`config.mk`:
```
export PLATFORM = sky130hd
export DESIGN_NAME = contact_block_record_decoder
export DESIGN_NICKNAME = d
export VERILOG_FILES = /design/src/cbrd_pkg.sv /design/src/cbrd_parser.sv /design/src/cbrd_fifo.sv /design/src/contact_block_record_decoder.sv
export SDC_FILE = /design/constraint.sdc
export NUM_CORES = 2
export LEC_CHECK = 0
export ABC_AREA = 0
export BUFFER_PORTS_ARGS = -buffer_cell sky130_fd_sc_hd__buf_2
export CAP_MARGIN = 20
export CORE_MARGIN = 4
export CORE_UTILIZATION = 25
export CTS_CLUSTER_SIZE = 8
export DETAILED_ROUTE_END_ITERATION = 8
export GPL_TIMING_DRIVEN = 1
export SYNTH_ARGS = -nofsm -noshare
export SYNTH_HDL_FRONTEND = slang
export SYNTH_HIERARCHICAL = 1
export SYNTH_SLANG_ARGS = --single-unit
```
`constraint.sdc`:
```
create_clock -name clk -period 6.8 [get_ports clk]
set_input_delay 1.7 -clock clk [delete_from_list [all_inputs] [get_ports clk]]
set_output_delay 1.7 -clock clk [all_outputs]
set_load 0.02 [all_outputs]
```
`src/cbrd_pkg.sv`:
```
`default_nettype none
package cbrd_pkg;

    localparam logic [3:0] VERSION_RESET   = 4'd9;
    localparam logic [3:0] VERSION_LIST    = 4'd7;
    localparam logic [3:0] VERSION_FLAGS   = 4'd8;
    localparam logic [7:0] TYPE_SPARSE     = 8'd1;
    localparam logic [7:0] TYPE_DENSE      = 8'd2;
    localparam logic [15:0] SHORT_SENTINEL = 16'h8000;

    localparam int FL_SHORT_CNT = 0;
    localparam int FL_SHORT_X   = 1;
    localparam int FL_SHORT_Y   = 2;

    localparam logic KIND_RECORD = 1'b0;
    localparam logic KIND_MARKER = 1'b1;

    typedef struct packed {
        logic [31:0] count;
        logic [31:0] bin_y;
        logic [31:0] bin_x;
        logic [15:0] chromosome;
        logic        kind;
    } result_t;

    typedef struct packed {
        logic    rec_valid;
        logic    mark_valid;
        result_t rec;
    } push_t;

    // IEEE single to int32, truncate toward zero, saturate; NaN gives zero
    function automatic logic [31:0] float_to_count(input logic [31:0] b);
        logic [7:0]  e;
        logic [31:0] mag;
        e = b[30:23];
        mag = {8'd0, 1'b1, b[22:0]};
        if (e == 8'hFF && b[22:0] != 23'd0)
            return 32'd0;
        if (e < 8'd127)
            return 32'd0;
        if (e >= 8'd158)
            return b[31] ? 32'h8000_0000 : 32'h7FFF_FFFF;
        if (e >= 8'd150)
            mag = mag << (e - 8'd150);
        else
            mag = mag >> (8'd150 - e);
        return b[31] ? (32'd0 - mag) : mag;
    endfunction

endpackage
`default_nettype wire

```
`src/cbrd_parser.sv`:
```
`default_nettype none
module cbrd_parser (
    input  wire logic              clk,
    input  wire logic              rst_n,
    input  wire logic              cfg_we,
    input  wire logic [3:0]        cfg_wdata,
    input  wire logic              beat,
    input  wire logic [7:0]        data_byte,
    input  wire logic              block_start,
    input  wire logic [15:0]       chrom_id,
    output cbrd_pkg::push_t        push
);

    typedef enum logic [4:0] {
        PH_IDLE, PH_NREC, PH_XOFF, PH_YOFF, PH_FSHORT, PH_FX, PH_FY, PH_TYPE,
        PH_LBX, PH_LBY, PH_LCNT, PH_SROWS, PH_SROWBIN, PH_SCOLS, PH_SCOLBIN,
        PH_SCNT, PH_DNPTS, PH_DWIDTH, PH_DCNT
    } phase_t;

    phase_t      phase_reg, phase_next;
    logic [2:0]  bidx_reg, bidx_next;
    logic [31:0] shift_reg, shift_next;
    logic [15:0] chrom_reg, chrom_next;
    logic [31:0] xoff_reg, xoff_next, yoff_reg, yoff_next;
    logic [2:0]  flags_reg, flags_next;
    logic [31:0] outer_reg, outer_next, inner_reg, inner_next;
    logic [31:0] row_reg, row_next, col_reg, col_next;
    logic [15:0] gwidth_reg, gwidth_next, gcol_reg, gcol_next;
    logic [31:0] grow_reg, grow_next;
    logic [3:0]  version_reg;

    always_comb
    begin
        phase_t      ph;
        logic [2:0]  len;
        logic [2:0]  bi;
        logic [31:0] v;
        logic [31:0] sv;
        logic [31:0] cnt;
        logic [31:0] outer_dec;
        logic [15:0] gcol_inc;
        logic        keep;
        logic        wpos;
        phase_next  = phase_reg;
        bidx_next   = bidx_reg;
        shift_next  = shift_reg;
        chrom_next  = chrom_reg;
        xoff_next   = xoff_reg;
        yoff_next   = yoff_reg;
        flags_next  = flags_reg;
        outer_next  = outer_reg;
        inner_next  = inner_reg;
        row_next    = row_reg;
        col_next    = col_reg;
        gwidth_next = gwidth_reg;
        gcol_next   = gcol_reg;
        grow_next   = grow_reg;
        push        = '0;
        ph          = phase_reg;
        len         = 3'd4;
        v           = '0;
        sv          = '0;
        cnt         = '0;
        outer_dec   = outer_reg - 32'd1;
        gcol_inc    = gcol_reg + 16'd1;
        keep        = 1'b0;
        wpos        = 1'b0;
        bi          = bidx_reg;
        if (beat)
        begin
            if (block_start)
            begin
                chrom_next = chrom_id;
                ph         = PH_NREC;
                bi         = 3'd0;
                shift_next = '0;
                flags_next = 3'b111;
            end
            if (ph == PH_IDLE)
            begin
                phase_next = PH_IDLE;
                bidx_next  = bi;
            end
            else
            begin
                phase_next = ph;
                case (ph)
                    PH_FSHORT, PH_FX, PH_FY, PH_TYPE: len = 3'd1;
                    PH_SROWS, PH_SROWBIN: len = flags_next[cbrd_pkg::FL_SHORT_Y] ? 3'd2 : 3'd4;
                    PH_SCOLS, PH_SCOLBIN: len = flags_next[cbrd_pkg::FL_SHORT_X] ? 3'd2 : 3'd4;
                    PH_SCNT, PH_DCNT: len = flags_next[cbrd_pkg::FL_SHORT_CNT] ? 3'd2 : 3'd4;
                    PH_DWIDTH: len = 3'd2;
                    default: len = 3'd4;
                endcase
                v  = shift_next | ({24'd0, data_byte} << {bi[1:0], 3'b000});
                bi = bi + 3'd1;
                shift_next = v;
                bidx_next  = bi;
                if (bi >= len)
                begin
                    bidx_next  = 3'd0;
                    shift_next = '0;
                    sv  = (len == 3'd2) ? {{16{v[15]}}, v[15:0]} : v;
                    cnt = (len == 3'd2) ? sv : cbrd_pkg::float_to_count(v);
                    push.rec.kind       = cbrd_pkg::KIND_RECORD;
                    push.rec.chromosome = chrom_next;
                    push.rec.bin_x      = col_reg;
                    push.rec.bin_y      = row_reg;
                    push.rec.count      = cnt;
                    case (ph)
                        PH_NREC:
                        begin
                            if (version_reg < cbrd_pkg::VERSION_LIST)
                            begin
                                outer_next = v;
                                if (v != 0 && !v[31])
                                    phase_next = PH_LBX;
                                else
                                    push.mark_valid = 1'b1;
                            end
                            else
                                phase_next = PH_XOFF;
                        end
                        PH_XOFF:
                        begin
                            xoff_next  = v;
                            phase_next = PH_YOFF;
                        end
                        PH_YOFF:
                        begin
                            yoff_next  = v;
                            phase_next = PH_FSHORT;
                        end
                        PH_FSHORT:
                        begin
                            flags_next = (v == 0) ? 3'b111 : 3'b110;
                            phase_next = (version_reg > cbrd_pkg::VERSION_FLAGS) ? PH_FX
                                                                                  : PH_TYPE;
                        end
                        PH_FX:
                        begin
                            if (v != 0)
                                flags_next[cbrd_pkg::FL_SHORT_X] = 1'b0;
                            phase_next = PH_FY;
                        end
                        PH_FY:
                        begin
                            if (v != 0)
                                flags_next[cbrd_pkg::FL_SHORT_Y] = 1'b0;
                            phase_next = PH_TYPE;
                        end
                        PH_TYPE:
                        begin
                            if (v == {24'd0, cbrd_pkg::TYPE_SPARSE})
                                phase_next = PH_SROWS;
                            else if (v == {24'd0, cbrd_pkg::TYPE_DENSE})
                                phase_next = PH_DNPTS;
                            else
                                push.mark_valid = 1'b1;
                        end
                        PH_LBX:
                        begin
                            col_next   = v;
                            phase_next = PH_LBY;
                        end
                        PH_LBY:
                        begin
                            row_next   = v;
                            phase_next = PH_LCNT;
                        end
                        PH_LCNT:
                        begin
                            push.rec_valid = 1'b1;
                            outer_next     = outer_dec;
                            if (outer_dec == 0)
                                push.mark_valid = 1'b1;
                            else
                                phase_next = PH_LBX;
                        end
                        PH_SROWS:
                        begin
                            outer_next = sv;
                            if (sv != 0 && !sv[31])
                                phase_next = PH_SROWBIN;
                            else
                                push.mark_valid = 1'b1;
                        end
                        PH_SROWBIN:
                        begin
                            row_next   = yoff_reg + sv;
                            phase_next = PH_SCOLS;
                        end
                        PH_SCOLS:
                        begin
                            if (sv != 0 && !sv[31])
                            begin
                                inner_next = sv;
                                phase_next = PH_SCOLBIN;
                            end
                            else
                            begin
                                inner_next = '0;
                                outer_next = outer_dec;
                                if (outer_dec == 0)
                                    push.mark_valid = 1'b1;
                                else
                                    phase_next = PH_SROWBIN;
                            end
                        end
                        PH_SCOLBIN:
                        begin
                            col_next   = xoff_reg + sv;
                            phase_next = PH_SCNT;
                        end
                        PH_SCNT:
                        begin
                            push.rec_valid = 1'b1;
                            inner_next     = inner_reg - 32'd1;
                            if (inner_reg != 32'd1)
                                phase_next = PH_SCOLBIN;
                            else
                            begin
                                outer_next = outer_dec;
                                if (outer_dec == 0)
                                    push.mark_valid = 1'b1;
                                else
                                    phase_next = PH_SROWBIN;
                            end
                        end
                        PH_DNPTS:
                        begin
                            outer_next = v;
                            phase_next = PH_DWIDTH;
                        end
                        PH_DWIDTH:
                        begin
                            gwidth_next = v[15:0];
                            gcol_next   = '0;
                            grow_next   = '0;
                            if (outer_reg != 0 && !outer_reg[31])
                                phase_next = PH_DCNT;
                            else
                                push.mark_valid = 1'b1;
                        end
                        PH_DCNT:
                        begin
                            keep = (len == 3'd2) ? (v != {16'd0, cbrd_pkg::SHORT_SENTINEL})
                                                 : !(v[30:23] == 8'hFF && v[22:0] != 23'd0);
                            push.rec_valid = keep;
                            push.rec.bin_x = xoff_reg + {16'd0, gcol_reg};
                            push.rec.bin_y = yoff_reg + grow_reg;
                            wpos = (gwidth_reg != 16'd0) && !gwidth_reg[15];
                            gcol_next = gcol_inc;
                            // wrap the column at the grid width, or at the 16-bit limit
                            if ((wpos && gcol_inc == gwidth_reg) || gcol_inc == 16'd0)
                            begin
                                gcol_next = '0;
                                grow_next = grow_reg + 32'd1;
                            end
                            outer_next = outer_dec;
                            if (outer_dec == 0)
                                push.mark_valid = 1'b1;
                        end
                        default: phase_next = PH_IDLE;
                    endcase
                    if (push.mark_valid)
                        phase_next = PH_IDLE;
                end
            end
        end
    end

    always_ff @(posedge clk or negedge rst_n)
    begin
        if (!rst_n)
        begin
            phase_reg   <= PH_IDLE;
            bidx_reg    <= '0;
            shift_reg   <= '0;
            chrom_reg   <= '0;
            xoff_reg    <= '0;
            yoff_reg    <= '0;
            flags_reg   <= 3'b111;
            outer_reg   <= '0;
            inner_reg   <= '0;
            row_reg     <= '0;
            col_reg     <= '0;
            gwidth_reg  <= '0;
            gcol_reg    <= '0;
            grow_reg    <= '0;
            version_reg <= cbrd_pkg::VERSION_RESET;
        end
        else
        begin
            phase_reg  <= phase_next;
            bidx_reg   <= bidx_next;
            shift_reg  <= shift_next;
            chrom_reg  <= chrom_next;
            xoff_reg   <= xoff_next;
            yoff_reg   <= yoff_next;
            flags_reg  <= flags_next;
            outer_reg  <= outer_next;
            inner_reg  <= inner_next;
            row_reg    <= row_next;
            col_reg    <= col_next;
            gwidth_reg <= gwidth_next;
            gcol_reg   <= gcol_next;
            grow_reg   <= grow_next;
            if (cfg_we)
                version_reg <= cfg_wdata;
        end
    end

endmodule
`default_nettype wire

```
`src/cbrd_fifo.sv`:
```
`default_nettype none
module cbrd_fifo (
    input  wire logic              clk,
    input  wire logic              rst_n,
    input  cbrd_pkg::push_t        push,
    input  wire logic              pop,
    output cbrd_pkg::result_t      head,
    output logic                   not_empty,
    output logic [2:0]             level
);

    cbrd_pkg::result_t mem [4];
    logic [1:0] wr_ptr_reg, rd_ptr_reg;
    logic [2:0] level_reg;
    cbrd_pkg::result_t marker, first;
    logic [1:0] n_push;

    always_comb
    begin
        marker      = '0;
        marker.kind = cbrd_pkg::KIND_MARKER;
        first       = push.rec_valid ? push.rec : marker;
        n_push      = {1'b0, push.rec_valid} + {1'b0, push.mark_valid};
    end

    // hold up to two pushes per beat: record first, then end marker
    always_ff @(posedge clk)
    begin
        if (n_push != 2'd0)
            mem[wr_ptr_reg] <= first;
        if (n_push == 2'd2)
            mem[wr_ptr_reg + 2'd1] <= marker;
    end

    always_ff @(posedge clk or negedge rst_n)
    begin
        if (!rst_n)
        begin
            wr_ptr_reg <= '0;
            rd_ptr_reg <= '0;
            level_reg  <= '0;
        end
        else
        begin
            wr_ptr_reg <= wr_ptr_reg + n_push;
            if (pop)
                rd_ptr_reg <= rd_ptr_reg + 2'd1;
            level_reg <= level_reg + {1'b0, n_push} - {2'b00, pop};
        end
    end

    assign head      = mem[rd_ptr_reg];
    assign not_empty = (level_reg != 3'd0);
    assign level     = level_reg;

endmodule
`default_nettype wire

```
`src/contact_block_record_decoder.sv`:
```
`default_nettype none
// Contact block record decoder: takes the inflated bytes of one contact-matrix block, one
// byte per beat, parses the version-dependent header and emits one result beat per contact,
// followed by an end-of-block marker (tuser = 1). A byte is taken every cycle while the
// four-entry result queue has room for two results; the queue drains one beat per cycle while
// m_axis_tready is high, so a byte that yields a record and the marker takes two entries.
module contact_block_record_decoder (
    input  wire logic         clk,
    input  wire logic         rst_n,
    input  wire logic         cfg_we,
    input  wire logic [3:0]   cfg_wdata,       // format_version
    input  wire logic         s_axis_tvalid,
    output logic              s_axis_tready,
    input  wire logic [23:0]  s_axis_tdata,    // data_byte[7:0], chrom_id[23:8]
    input  wire logic         s_axis_tuser,    // block_start
    output logic              m_axis_tvalid,
    input  wire logic         m_axis_tready,
    output logic [111:0]      m_axis_tdata,    // chromosome, bin_x, bin_y, count
    output logic              m_axis_tuser     // kind
);

    cbrd_pkg::push_t   push;
    cbrd_pkg::result_t head;
    logic              beat;
    logic              pop;
    logic              not_empty;
    logic [2:0]        level;

    assign s_axis_tready = (level <= 3'd2);
    assign beat          = s_axis_tvalid && s_axis_tready;
    assign pop           = not_empty && m_axis_tready;

    cbrd_parser u_parser (
        .clk         (clk),
        .rst_n       (rst_n),
        .cfg_we      (cfg_we),
        .cfg_wdata   (cfg_wdata),
        .beat        (beat),
        .data_byte   (s_axis_tdata[7:0]),
        .block_start (s_axis_tuser),
        .chrom_id    (s_axis_tdata[23:8]),
        .push        (push)
    );

    cbrd_fifo u_fifo (
        .clk       (clk),
        .rst_n     (rst_n),
        .push      (push),
        .pop       (pop),
        .head      (head),
        .not_empty (not_empty),
        .level     (level)
    );

    assign m_axis_tvalid = not_empty;
    assign m_axis_tuser  = head.kind;
    assign m_axis_tdata  = {head.count, head.bin_y, head.bin_x, head.chromosome};

`ifndef SYNTHESIS
    a_level_max: assert property (@(posedge clk) disable iff (!rst_n) level <= 3'd4)
        else $error("result queue overflow");
    a_push_only_on_beat: assert property (@(posedge clk) disable iff (!rst_n)
        (push.rec_valid || push.mark_valid) |-> beat)
        else $error("result pushed without an input beat");
    a_marker_kind: assert property (@(posedge clk) disable iff (!rst_n)
        (m_axis_tvalid && m_axis_tuser) |-> (m_axis_tdata == 112'd0))
        else $error("end marker carries payload");
`endif

endmodule
`default_nettype wire

```
==> impl_metrics.env <==
export IMPL_largest_reg_flops=452
export IMPL_clkTransAtPathRegs_ns=0.05
export IMPL_drive_gt1_frac=0.145
export IMPL_fin_area_sq_um=57000
export IMPL_rsz0062_at_grt="false"
export IMPL_cts_max_level=3
export IMPL_crit_type="in2reg"
export IMPL_cts_root_buf="clkbuf_16"
export IMPL_fin_hold_ws_ns=0.472
export IMPL_clk_latency_ns=0.75
export IMPL_synth_xor_area_share=0.0317
export IMPL_synth_edff_count=0
export IMPL_cts_buffers=109
export IMPL_gr_total_overflow=0
export IMPL_synth_top_flop_cell="dfxtp_1"
export IMPL_fillerInstances=20900
export IMPL_die_h_um=455
export IMPL_cp_arrival_ns=6.65
export IMPL_final_hold_violation_count=0
export IMPL_finalMaxSlewViolations=0
export IMPL_worst_pin_slew_ns=1.19
export IMPL_placed_cell_area_sq_um=53900
export IMPL_syn_area_per_cell_sq_um=8.79
export IMPL_ys_warn_count=6
export IMPL_ys_seq_elements=778
export IMPL_period_share=0.883
export IMPL_antenna_left=0
export IMPL_critPathLaunch="s_axis_tdata[0]"
export IMPL_cp_data_required_time_ns=7.44
export IMPL_synthMuxAreaShare=0.0776
export IMPL_synthSimpleGateAreaFrac=0.174
export IMPL_dieWidth_um=455
export IMPL_worst_slack_ns=0.797
export IMPL_syn_cell_area_sq_um=50000
export IMPL_synth_distinct_cells=122
export IMPL_cp_start_kind="input port"
export IMPL_p_total_mw=16.5
export IMPL_mostFrequentLayoutCells="inv_1, nand2_1, dfxtp_1"
export IMPL_fin_tns_setup_ns=0
export IMPL_period_needed_ns=6.00
export IMPL_area_growth_pct=13.9
export IMPL_pin_count=149
export IMPL_clock_sinks=778
export IMPL_cts_hold_buf=0
export IMPL_run_status="finished, final reports clean"
export IMPL_io_buffers=148
export IMPL_leakagePower_nw=24.6
export IMPL_p_per_area_nw_per_um2=289
export IMPL_synth_compound_area_frac=0.250
export IMPL_layout_nets=5841
export IMPL_worstHoldStart="u_fifo/mem[2][77]"
export IMPL_antenna_found_initial=8
export IMPL_worstSetupEndpointType="flop"
export IMPL_cts_tree="yes"
export IMPL_coreArea_sq_um=198000
export IMPL_drt_wl_total_um=196000
export IMPL_cp_max_fo=13
export IMPL_place_ws_ns=0.147
export IMPL_async_reset_ff_frac=0.419
export IMPL_grt_pass1_vias=43800
export IMPL_synth_seq_area_share=0.344
export IMPL_dieArea_sq_um=207000
export IMPL_final_setup_viol_count=0
export IMPL_cap_violations=0
export IMPL_ctsResizeCount=0
export IMPL_wl_per_cell_um=23.5
export IMPL_vias=46500
export IMPL_gp_congestion=0.998
export IMPL_reg2reg_from="u_parser/bidx_reg[1]"
export IMPL_worst_hold_path_type="reg2reg"
export IMPL_fin_skew_ns=0.0348
export IMPL_track_usage=0.181
export IMPL_synth_fa_ha_area_frac=0.0348
export IMPL_slew_headroom=0.206
export IMPL_num_rows=163
export IMPL_synth_top_family_by_area="compound AO/OA/AOI/OAI gates"
export IMPL_post_drt_via_cell_ratio=5.56
export IMPL_clk_path_buf_depth=3
export IMPL_maxClockFrequency_ghz=0.167
export IMPL_syn_inst=5695
export IMPL_grt_pass1_wl_um=291000
export IMPL_peakVddDrop_mv=0.206
export IMPL_first_pass_iters=8
export IMPL_regMostFlops="u_fifo/mem"
export IMPL_final_common_cell="inv_1"
export IMPL_synth_nets=5865
export IMPL_initial_utilization=0.252
export IMPL_drc_errors=0
export IMPL_drt_initial_drc_count=4964
export IMPL_cts_setup_buffers=0
export IMPL_grt_max_degree=176
export IMPL_dp_final_hpwl_um=135000
[final timing paths]
check	to	slack, ns	cells past startpoint
max	u_fifo/mem[3][112]	0.80	19
min in group asynchronous	u_parser/version_reg[1]	1.03	1
min reg2reg	u_fifo/mem[2][77]	0.47	2
max in group asynchronous	u_parser/grow_reg[7]	4.31	2
max reg2reg	u_fifo/mem[3][112]	0.99	18
min	u_fifo/mem[2][77]	0.47	2
[cell usage after synthesis (40+ instances only)]
library cell  number  share of area
a211oi_1          47         0.0071
inv_1            536          0.040
nor2b_1           40         0.0050
dfxtp_1          452           0.18
and3_1            51         0.0064
o21ai_0          413          0.041
nand3_1           86         0.0086
mux2i_1           46         0.0092
xnor2_1          104          0.018
a31oi_1           61         0.0076
clkbuf_1         276          0.021
nand4_1           48         0.0060
a21oi_1          337          0.034
ha_1             131          0.033
o31ai_1           61         0.0092
nor2_1           346          0.026
nand2_1          454          0.034
nand4bb_1        112          0.025
mux2_2            40         0.0090
buf_2            155          0.016
o32ai_2           50          0.016
nor3_1            92         0.0092
xor2_1            74          0.013
nand4b_1         115          0.020
dfrtp_1          321           0.16
o32ai_1          417          0.073
mux4_2           131          0.059
[layer usage]
metal  GRT usage  wire (um)  up-vias
met4      0.0756       8560        4
met5           0         27        -
li1            -          -    21100
met2       0.285      88700     1959
met3      0.0304      14600      369
met1       0.246      84200    23100
[worst max-delay path: stages]
cell	delay, ns
buf_2	0.16
a31oi_1	0.32
nor2_2	0.10
ha_1	0.28
or2_1	0.27
nor2_2	0.42
buf_4	0.22
o22ai_1	0.12
a22o_1	0.24
a221o_1	0.31
mux2i_1	0.21
o221ai_1	0.28
and3b_1	0.47
nand3_2	0.27
o41ai_2	0.42
xor2_1	0.11
a211oi_1	0.39
nand4b_1	0.18
o32ai_1	0.16
[kinds of logic (layout without fill, tap and decap cells)]
| logic type | after synthesis | in the layout |
|---|---|---|
| buf+inv | 1045 | 1073 |
| fa+ha+maj | 136 | 136 |
| xor+xnor | 179 | 179 |
| compound gates | 1764 | 1764 |
| flops | 778 | 778 |
| mux | 219 | 219 |
| other cells | 1 | 3 |
| simple gates | 1573 | 1573 |
[metrics by stage]
step | std cells | utilization
3_5_place_dp | 8199 | 0.272
6_report | 8365 | 0.288
4_1_cts | 8362 | 0.287
5_1_grt | 8363 | 0.288
3_3_place_gp | 8199 | 0.272
2_1_floorplan | 5695 | -
[area by class of cell]
cell class / instances / area [sq um] / area share
Timing Repair Buffer: 364 / 2750 / 0.0482
Clock inverter: 9 / 175 / 0.00307
Multi-Input combinational cell: 3872 / 28500 / 0.501
Antenna cell: 2 / 5.00 / 0.0000878
Sequential cell: 778 / 17200 / 0.302
Inverter: 546 / 2060 / 0.0361
Clock buffer: 154 / 2940 / 0.0515
Tap cell: 2640 / 3300 / 0.0579
[power breakdown]
| part | switching, mW | internal, mW | total, mW |
|---|---|---|---|
| registers | 0.603 | 5.06 | 5.66 |
| clock network | 2.14 | 3.00 | 5.14 |
| logic | 3.60 | 2.06 | 5.66 |
Power figures use the tool's default switching activity.
